## config.mk

```make
export PLATFORM = sky130hd
export DESIGN_NAME = teleop_drive_command_gate
export DESIGN_NICKNAME = d
export VERILOG_FILES = /design/src/design/tdcg_pkg.sv /design/src/design/tdcg_cfg_regs.sv /design/src/design/tdcg_drive_calc.sv /design/src/design/tdcg_gate_state.sv /design/src/design/teleop_drive_command_gate.sv
export SDC_FILE = /design/constraint.sdc
export NUM_CORES = 2
export LEC_CHECK = 0
export ABC_CLOCK_PERIOD_IN_PS = 15200
export BUFFER_PORTS_ARGS = -buffer_cell sky130_fd_sc_hd__clkbuf_2
export CAP_MARGIN = 5
export CORE_MARGIN = 5
export CORE_UTILIZATION = 59
export CTS_BUF_LIST = sky130_fd_sc_hd__clkbuf_8 sky130_fd_sc_hd__clkbuf_16
export CTS_CLUSTER_DIAMETER = 80
export DETAILED_ROUTE_END_ITERATION = 10
export PLACE_DENSITY = 0.77
export SETUP_SLACK_MARGIN = 0.4
export SYNTH_ARGS = -nofsm -noshare
export SYNTH_HDL_FRONTEND = slang
export SYNTH_SLANG_ARGS = --single-unit
```

## constraint.sdc

```tcl
create_clock -name clk_i -period 15.2 [get_ports clk_i]
set_input_delay 0.76 -clock clk_i [delete_from_list [all_inputs] [get_ports clk_i]]
set_output_delay 0.76 -clock clk_i [all_outputs]
set_load 0.005 [all_outputs]
```

## src/design/tdcg_pkg.sv

```systemverilog
// tdcg_pkg: shared types and constants for the teleop drive command gate
// holds register indexes, drive kind codes and the structs passed between modules
// no dependencies
`default_nettype none

package tdcg_pkg;

  localparam int unsigned CfgIdxW  = 4;
  localparam int unsigned CfgDataW = 64;

  localparam logic [CfgIdxW-1:0] REG_REQUIRE_ENABLE    = 4'd0;
  localparam logic [CfgIdxW-1:0] REG_TURBO_AVAILABLE   = 4'd1;
  localparam logic [CfgIdxW-1:0] REG_STOP_DELAY        = 4'd2;
  localparam logic [CfgIdxW-1:0] REG_AXIS_USED_MASK    = 4'd3;
  localparam logic [CfgIdxW-1:0] REG_LIGHT_USED_MASK   = 4'd4;
  localparam logic [CfgIdxW-1:0] REG_SCALE_NORMAL_WORD = 4'd5;
  localparam logic [CfgIdxW-1:0] REG_SCALE_BOOST_WORD  = 4'd6;
  localparam logic [CfgIdxW-1:0] REG_OFFSET_WORD       = 4'd7;

  localparam logic [63:0] SCALE_NORMAL_RST = 64'h0000_0000_1666_0800;
  localparam logic [63:0] SCALE_BOOST_RST  = 64'h0000_0000_0CCD_1000;
  localparam logic [47:0] OFFSET_RST       = 48'h0666_0000_0000;

  typedef enum logic [1:0] {
    KIND_NONE   = 2'd0,
    KIND_ACTIVE = 2'd1,
    KIND_STOP   = 2'd2
  } drive_kind_e;

  typedef struct packed {
    logic        require_enable;
    logic        turbo_available;
    logic [15:0] stop_delay;
    logic [3:0]  axis_used_mask;
    logic [3:0]  light_used_mask;
    logic [63:0] scale_normal;
    logic [63:0] scale_boost;
    logic [47:0] offset;
  } cfg_t;

  typedef struct packed {
    logic signed [15:0] axis_linear;
    logic signed [15:0] axis_steer;
    logic signed [15:0] axis_steer_fine;
    logic signed [15:0] axis_steer_vel;
    logic               enable_pressed;
    logic               turbo_pressed;
    logic [3:0]         light_buttons;
    logic [31:0]        time_ms;
  } sample_t;

  typedef struct packed {
    logic               active;
    logic signed [15:0] speed;
    logic signed [15:0] steer_angle;
    logic signed [15:0] steering_velocity;
  } cmd_t;

  typedef struct packed {
    drive_kind_e kind;
    logic [3:0]  light_changed;
    logic [3:0]  light_state;
  } gate_status_t;

  typedef struct packed {
    drive_kind_e        kind;
    logic signed [15:0] speed;
    logic signed [15:0] steer_angle;
    logic signed [15:0] steering_velocity;
    logic [3:0]         light_changed;
    logic [3:0]         light_state;
  } result_t;

endpackage

`default_nettype wire

```

## src/design/tdcg_cfg_regs.sv

```systemverilog
// tdcg_cfg_regs: configuration register file of the drive command gate
// decodes index/data writes into the cfg_t struct; uses tdcg_pkg
`default_nettype none

module tdcg_cfg_regs import tdcg_pkg::*; (
  input  wire logic                clk_i,
  input  wire logic                rst_ni,
  input  wire logic                cfg_valid_i,
  input  wire logic [CfgIdxW-1:0]  cfg_index_i,
  input  wire logic [CfgDataW-1:0] cfg_data_i,
  output cfg_t                     cfg_o
);

  cfg_t cfg_q;
  cfg_t cfg_d;

  always_comb begin
    cfg_d = cfg_q;
    if (cfg_valid_i) begin
      case (cfg_index_i)
        REG_REQUIRE_ENABLE:    cfg_d.require_enable    = cfg_data_i[0];
        REG_TURBO_AVAILABLE:   cfg_d.turbo_available   = cfg_data_i[0];
        REG_STOP_DELAY:        cfg_d.stop_delay        = cfg_data_i[15:0];
        REG_AXIS_USED_MASK:    cfg_d.axis_used_mask    = cfg_data_i[3:0];
        REG_LIGHT_USED_MASK:   cfg_d.light_used_mask   = cfg_data_i[3:0];
        REG_SCALE_NORMAL_WORD: cfg_d.scale_normal      = cfg_data_i;
        REG_SCALE_BOOST_WORD:  cfg_d.scale_boost       = cfg_data_i;
        REG_OFFSET_WORD:       cfg_d.offset            = cfg_data_i[47:0];
        default:               cfg_d = cfg_q;
      endcase
    end
  end

  always_ff @(posedge clk_i or negedge rst_ni) begin
    if (!rst_ni) begin
      cfg_q.require_enable    <= 1'b1;
      cfg_q.turbo_available   <= 1'b0;
      cfg_q.stop_delay        <= '0;
      cfg_q.axis_used_mask    <= 4'd3;
      cfg_q.light_used_mask   <= '0;
      cfg_q.scale_normal      <= SCALE_NORMAL_RST;
      cfg_q.scale_boost       <= SCALE_BOOST_RST;
      cfg_q.offset            <= OFFSET_RST;
    end else begin
      cfg_q <= cfg_d;
    end
  end

  assign cfg_o = cfg_q;

endmodule

`default_nettype wire

```

## src/design/tdcg_drive_calc.sv

```systemverilog
// tdcg_drive_calc: combinational drive command math for one joystick sample
// scales axes, rounds to Q4.12, adds offsets and saturates; uses tdcg_pkg
`default_nettype none

module tdcg_drive_calc import tdcg_pkg::*; (
  input  cfg_t    cfg_i,
  input  sample_t sample_i,
  output cmd_t    cmd_o
);

  // Q1.15 times Q4.12, rounded half up to Q4.12
  function automatic logic signed [16:0] scaled_term(
    input logic signed [15:0] axis,
    input logic signed [15:0] scale,
    input logic               used
  );
    logic signed [31:0] prod;
    logic signed [31:0] biased;
    prod   = axis * scale;
    biased = prod + 32'sd16384;
    return used ? signed'(biased[31:15]) : 17'sd0;
  endfunction

  function automatic logic signed [15:0] sat16(input logic signed [18:0] v);
    if (v > 19'sd32767) begin
      return 16'sh7fff;
    end else if (v < -19'sd32768) begin
      return 16'sh8000;
    end else begin
      return signed'(v[15:0]);
    end
  endfunction

  logic               turbo_act;
  logic [63:0]        scale_word;
  logic signed [16:0] t_lin;
  logic signed [16:0] t_steer;
  logic signed [16:0] t_fine;
  logic signed [16:0] t_vel;
  logic signed [18:0] t_vel_w;
  logic signed [18:0] t_vel_abs;
  logic signed [15:0] off_lin;
  logic signed [15:0] off_steer;
  logic signed [15:0] off_vel;
  logic signed [18:0] sum_lin;
  logic signed [18:0] sum_steer;
  logic signed [18:0] sum_vel;

  assign turbo_act  = cfg_i.turbo_available & sample_i.turbo_pressed;
  assign scale_word = turbo_act ? cfg_i.scale_boost : cfg_i.scale_normal;

  assign t_lin   = scaled_term(sample_i.axis_linear, signed'(scale_word[15:0]),
                               cfg_i.axis_used_mask[0]);
  assign t_steer = scaled_term(sample_i.axis_steer, signed'(scale_word[31:16]),
                               cfg_i.axis_used_mask[1]);
  assign t_fine  = scaled_term(sample_i.axis_steer_fine, signed'(scale_word[47:32]),
                               cfg_i.axis_used_mask[2]);
  assign t_vel   = scaled_term(sample_i.axis_steer_vel, signed'(scale_word[63:48]),
                               cfg_i.axis_used_mask[3]);

  assign t_vel_w   = 19'(t_vel);
  assign t_vel_abs = t_vel_w[18] ? -t_vel_w : t_vel_w;

  assign off_lin   = signed'(cfg_i.offset[15:0]);
  assign off_steer = signed'(cfg_i.offset[31:16]);
  assign off_vel   = signed'(cfg_i.offset[47:32]);

  assign sum_lin   = 19'(off_lin) + 19'(t_lin);
  assign sum_steer = 19'(off_steer) + 19'(t_steer) + 19'(t_fine);
  assign sum_vel   = 19'(off_vel) + t_vel_abs;

  assign cmd_o.active = turbo_act | ~cfg_i.require_enable | sample_i.enable_pressed;
  assign cmd_o.speed             = sat16(sum_lin);
  assign cmd_o.steer_angle       = sat16(sum_steer);
  assign cmd_o.steering_velocity = sat16(sum_vel);

endmodule

`default_nettype wire

```

## src/design/tdcg_gate_state.sv

```systemverilog
// tdcg_gate_state: dead-man failsafe timing and light toggle state
// decides the drive kind and updates its state as each request leaves; uses tdcg_pkg
`default_nettype none

module tdcg_gate_state import tdcg_pkg::*; (
  input  wire logic   clk_i,
  input  wire logic   rst_ni,
  input  cfg_t        cfg_i,
  input  sample_t     sample_i,
  input  wire logic   active_i,
  input  wire logic   update_i,
  output gate_status_t status_o
);

  logic [3:0]  prev_buttons_q, prev_buttons_d;
  logic [3:0]  light_on_q, light_on_d;
  logic        stop_sent_q, stop_sent_d;
  logic [31:0] last_time_q, last_time_d;

  logic [3:0]  rise;
  logic [31:0] since;
  drive_kind_e kind;

  assign rise  = sample_i.light_buttons & ~prev_buttons_q & cfg_i.light_used_mask;
  assign since = sample_i.time_ms - last_time_q;

  always_comb begin
    if (active_i) begin
      kind = KIND_ACTIVE;
    end else if (!stop_sent_q && (since > {16'd0, cfg_i.stop_delay})) begin
      kind = KIND_STOP;
    end else begin
      kind = KIND_NONE;
    end
  end

  always_comb begin
    prev_buttons_d = prev_buttons_q;
    light_on_d     = light_on_q;
    stop_sent_d    = stop_sent_q;
    last_time_d    = last_time_q;
    if (update_i) begin
      prev_buttons_d = sample_i.light_buttons;
      light_on_d     = light_on_q ^ rise;
      if (active_i) begin
        stop_sent_d = 1'b0;
        last_time_d = sample_i.time_ms;
      end else if (kind == KIND_STOP) begin
        stop_sent_d = 1'b1;
      end
    end
  end

  always_ff @(posedge clk_i or negedge rst_ni) begin
    if (!rst_ni) begin
      prev_buttons_q <= '0;
      light_on_q     <= '0;
      stop_sent_q    <= 1'b0;
      last_time_q    <= '0;
    end else begin
      prev_buttons_q <= prev_buttons_d;
      light_on_q     <= light_on_d;
      stop_sent_q    <= stop_sent_d;
      last_time_q    <= last_time_d;
    end
  end

  assign status_o.kind          = kind;
  assign status_o.light_changed = rise;
  assign status_o.light_state   = light_on_q ^ rise;

endmodule

`default_nettype wire

```

## src/design/teleop_drive_command_gate.sv

```systemverilog
// teleop_drive_command_gate: joystick drive command gate with dead-man button
// an accepted request waits in the input register s1_q, then moves to the result register out_q once that is free
// throughput: one request per cycle; the output register lets a new request in while
// a result waits, and ready only drops when both registers are full and output stalls
// reset: config registers take their documented defaults, lights off, timer state zero
// uses tdcg_pkg, tdcg_cfg_regs, tdcg_drive_calc, tdcg_gate_state
`default_nettype none

module teleop_drive_command_gate import tdcg_pkg::*; (
  input  wire logic                clk_i,
  input  wire logic                rst_ni,

  input  wire logic                cfg_valid_i,
  output      logic                cfg_ready_o,
  input  wire logic [CfgIdxW-1:0]  cfg_index_i,
  input  wire logic [CfgDataW-1:0] cfg_data_i,

  input  wire logic                in_valid_i,
  output      logic                in_ready_o,
  input  wire logic signed [15:0]  axis_linear_i,
  input  wire logic signed [15:0]  axis_steer_i,
  input  wire logic signed [15:0]  axis_steer_fine_i,
  input  wire logic signed [15:0]  axis_steer_vel_i,
  input  wire logic                enable_pressed_i,
  input  wire logic                turbo_pressed_i,
  input  wire logic [3:0]          light_buttons_i,
  input  wire logic [31:0]         time_ms_i,

  output      logic                out_valid_o,
  input  wire logic                out_ready_i,
  output      logic [1:0]          drive_kind_o,
  output      logic signed [15:0]  speed_o,
  output      logic signed [15:0]  steer_angle_o,
  output      logic signed [15:0]  steering_velocity_o,
  output      logic [3:0]          light_changed_o,
  output      logic [3:0]          light_state_o
);

  cfg_t         cfg;
  cmd_t         cmd;
  gate_status_t status;
  result_t      result_d;

  logic    s1_valid_q, s1_valid_d;
  sample_t s1_q;
  logic    out_valid_q, out_valid_d;
  result_t out_q;

  logic out_load;
  logic in_accept;

  assign cfg_ready_o = 1'b1;

  tdcg_cfg_regs u_cfg_regs (
    .clk_i       (clk_i),
    .rst_ni      (rst_ni),
    .cfg_valid_i (cfg_valid_i),
    .cfg_index_i (cfg_index_i),
    .cfg_data_i  (cfg_data_i),
    .cfg_o       (cfg)
  );

  assign out_load   = s1_valid_q & (~out_valid_q | out_ready_i);
  assign in_ready_o = ~s1_valid_q | out_load;
  assign in_accept  = in_valid_i & in_ready_o;

  always_comb begin
    s1_valid_d = s1_valid_q;
    if (in_accept) begin
      s1_valid_d = 1'b1;
    end else if (out_load) begin
      s1_valid_d = 1'b0;
    end
  end

  always_comb begin
    out_valid_d = out_valid_q;
    if (out_load) begin
      out_valid_d = 1'b1;
    end else if (out_ready_i) begin
      out_valid_d = 1'b0;
    end
  end

  always_ff @(posedge clk_i or negedge rst_ni) begin
    if (!rst_ni) begin
      s1_valid_q  <= 1'b0;
      out_valid_q <= 1'b0;
    end else begin
      s1_valid_q  <= s1_valid_d;
      out_valid_q <= out_valid_d;
    end
  end

  always_ff @(posedge clk_i) begin
    if (in_accept) begin
      s1_q.axis_linear     <= axis_linear_i;
      s1_q.axis_steer      <= axis_steer_i;
      s1_q.axis_steer_fine <= axis_steer_fine_i;
      s1_q.axis_steer_vel  <= axis_steer_vel_i;
      s1_q.enable_pressed  <= enable_pressed_i;
      s1_q.turbo_pressed   <= turbo_pressed_i;
      s1_q.light_buttons   <= light_buttons_i;
      s1_q.time_ms         <= time_ms_i;
    end
  end

  tdcg_drive_calc u_drive_calc (
    .cfg_i    (cfg),
    .sample_i (s1_q),
    .cmd_o    (cmd)
  );

  tdcg_gate_state u_gate_state (
    .clk_i    (clk_i),
    .rst_ni   (rst_ni),
    .cfg_i    (cfg),
    .sample_i (s1_q),
    .active_i (cmd.active),
    .update_i (out_load),
    .status_o (status)
  );

  always_comb begin
    result_d.kind              = status.kind;
    result_d.light_changed     = status.light_changed;
    result_d.light_state       = status.light_state;
    result_d.speed             = '0;
    result_d.steer_angle       = '0;
    result_d.steering_velocity = '0;
    if (cmd.active) begin
      result_d.speed             = cmd.speed;
      result_d.steer_angle       = cmd.steer_angle;
      result_d.steering_velocity = cmd.steering_velocity;
    end
  end

  always_ff @(posedge clk_i) begin
    if (out_load) begin
      out_q <= result_d;
    end
  end

  assign out_valid_o         = out_valid_q;
  assign drive_kind_o        = out_q.kind;
  assign speed_o             = out_q.speed;
  assign steer_angle_o       = out_q.steer_angle;
  assign steering_velocity_o = out_q.steering_velocity;
  assign light_changed_o     = out_q.light_changed;
  assign light_state_o       = out_q.light_state;

endmodule

`default_nettype wire
```

==> flow_summary.json <==
{
  "slew_violations": 0,
  "drt_first_pass_iters": 5,
  "grt_pass1_wl_um": 236000,
  "clk_pin_slew_ps": 60,
  "max_freq_ghz": 0.0844,
  "dr.first_iter.drc_count": 2604,
  "cpPeakStageDelay_ps": 780,
  "syn-cell-area_sq_mm": 0.0590,
  "cts_root_buffer": "clkbuf_16",
  "ios": 236,
  "synthArstFlopShare_pct": 60.5,
  "ys_types": 95,
  "fin_crit_sh_pct": 78.0,
  "nets": 7628,
  "holdBufCountCts": 0,
  "start_kind": "register",
  "cp-end-kind": "register",
  "cts_buffers": 50,
  "post_cts_resized": 0,
  "htree_num_levels": 2,
  "grt_max_degree": 106,
  "slowest_stage": "fa_1",
  "worst_pin_slew_ps": 1140,
  "place_hpwl_um": 114000,
  "vias": 41100,
  "r2r.worst_path.cells": 35,
  "clkSinkCount": 405,
  "cpMostUsedCell": "fa_1",
  "fin_cells": 7322,
  "wirelength_um": 144000,
  "yosysWarnings": 0,
  "syn_inst": 5858,
  "finalSetupViolations": 0,
  "viasPerCell": 5.62,
  "ys_seq_elements": 405,
  "synth.yosys.seq_area_share_pct": 18.6,
  "fin_skew_ps": 53.1,
  "area_growth_pct": 6.95,
  "io_buffers": 234,
  "setup_tns_ps": 0,
  "finalCriticalPeriod_ps": 11850,
  "arrival_ps": 12230,
  "cp_max_fo": 32,
  "synth-edff-count": 160,
  "antenna_found_initial": 12,
  "rsz0062_at_grt": "false",
  "outcome": "finished clean",
  "critPathKind": "register to register",
  "clockBufferDepth": 3,
  "gp_congestion": 0.942,
  "cts_setup_buffers": 0,
  "dp_cells": 7221,
  "core_sq_mm": 0.0997,
  "std_cell_rows": 116,
  "clk_latency_ps": 670,
  "wl_per_cell_um": 19.6,
  "first_global_vias": 44300,
  "drive_gt1_share_pct": 12.4,
  "drv_cap": 0,
  "required_ps": 15580,
  "start_util_pct": 59.2,
  "die_h_um": 326,
  "grt-ovfl-total": 0,
  "die_area_sq_mm": 0.106,
  "drtAntennaViolNets": 0,
  "slew_headroom_pct": 23.6,
  "grtUsageTotal_pct": 27.8,
  "syn-num-nets": 7511,
  "synth_ff_type": "dfrtp_1",
  "fp.dieW_um": 326,
  "drc": 0,
  "cts_tree": "built",
  "avgSynthCellArea_sq_um": 10.1,
  "hold_path_class": "input pin to asynchronous set/reset pin",
  "finalHoldViolCount": 0
}
## cells by family after synthesis
logic type      Yosys count  share of synthesized area, %
other cells               2                        0.0127
compound gates          536                          6.22
flops                   405                          18.6
xor+xnor                157                          2.33
simple gates           1506                          12.7
buf+inv                1461                          9.32
mux                     312                          5.90
fa+ha+maj              1479                          45.0
## layout make-up
cell class	count	area, sq um
clock buffers	56	1370
multi-input cells	3992	42600
repair buffers	257	1350
diodes	7	17.5
flip-flops and latches	405	11000
well taps	1298	1620
clock inverters	38	432
fillers	7911	36600
inverters	1269	4760
## flip-flops by register name, indices dropped and copies added, names as in the netlist
name                         count
speed_o                         16
out_valid_o                      1
u_gate_state.stop_sent_q         1
drive_kind_o                     2
u_gate_state.last_time_q        32
s1_q                           102
steer_angle_o                   16
s1_valid_q                       1
u_gate_state.light_on_q          4
light_changed_o                  4
u_cfg_regs.cfg_o               202
steering_velocity_o             16
light_state_o                    4
u_gate_state.prev_buttons_q      4
## stage by stage
| stage | hold WS, ps | setup WS (ps) | area [sq um] | util, % |
|---|---|---|---|---|
| global placement | 469 | 3530 | 61300 | 61.5 |
| floorplan | 449 | 4490 | 59000 | - |
| CTS | 171 | 3300 | 63100 | 63.3 |
| global route | 227 | 2550 | 63100 | 63.3 |
| detailed placement | 479 | 3410 | 61300 | 61.5 |
| finish | 150 | 3350 | 63100 | 63.3 |
## layer usage
layer,wire [um],up-vias,global-route usage [%]
met1,58800,21000,37.5
met4,5950,2,9.89
met2,68200,1406,45.9
met3,10700,336,4.87
met5,13,-,0
li1,-,18400,-
## worst paths after layout
check,startpoint,endpoint,slack (ps)
min in group clk_i,axis_steer_i[0],s1_q[70],270
max,s1_q[36],steering_velocity_o[4],3350
max in group asynchronous,rst_ni,u_cfg_regs.cfg_o[98],13480
min,rst_ni,u_cfg_regs.cfg_o[78],150
min reg2reg,u_gate_state.light_on_q[2],u_gate_state.light_on_q[2],490
max reg2reg,s1_q[36],steering_velocity_o[4],3350
## synth_stat cells (38+ instances only)
library cell | count | share of area, %
nand2_1 | 668 | 4.2
nor2b_1 | 149 | 1.6
nand2b_1 | 44 | 0.47
fa_1 | 1070 | 36
a21o_1 | 97 | 1.2
or2_2 | 52 | 0.55
mux2_2 | 286 | 5.5
xnor2_1 | 119 | 1.8
nor2_1 | 122 | 0.78
inv_1 | 1266 | 8.1
ha_1 | 408 | 8.7
dfrtp_1 | 220 | 9.3
a21oi_1 | 132 | 1.1
o21ai_0 | 84 | 0.71
edfxtp_1 | 160 | 8.1
and2_1 | 292 | 3.1
clkbuf_1 | 178 | 1.1
xor2_1 | 38 | 0.56
## layout by cell type (no fill, tap or decap), types with 9 or more instances in the layout
master     count
o211ai_1      11
or3_1         16
dfrtp_1      220
nand3_1       36
nor3b_1       10
dfstp_2       25
nor3_1        33
nor2b_1      149
and2_1       290
xor2_1        38
clkbuf_2     233
a21oi_1      132
nand4_1       26
nor2_1       121
ha_1         408
xnor2_1      119
nand2b_1      44
o2111ai_1      9
o21a_1        27
a31oi_1       18
o31ai_1       12
inv_1       1272
a21o_1        97
o21bai_1      19
and3_1        15
edfxtp_1     160
buf_4         23
mux2_2       286
fa_1        1070
a211oi_1      16
mux2i_1       22
or2_2         52
a21boi_0       9
o21ai_0       84
clkbuf_16     53
nand2_1      667
## worst max-delay path: cells and delay by family, from the launching register on
family	cells	cell delay [ps]
adder cells (fa/ha/maj)	8	4210
XOR/XNOR	2	630
multiplexers	1	560
flip-flops	1	480
AO/OA/AOI/OAI	13	3360
buffers and inverters	5	550
AND/OR/NAND/NOR	6	1760
Power is left out: the tool's default activity adds up to more than one toggle a clock period on the data nets, which glitch-free logic cannot reach.
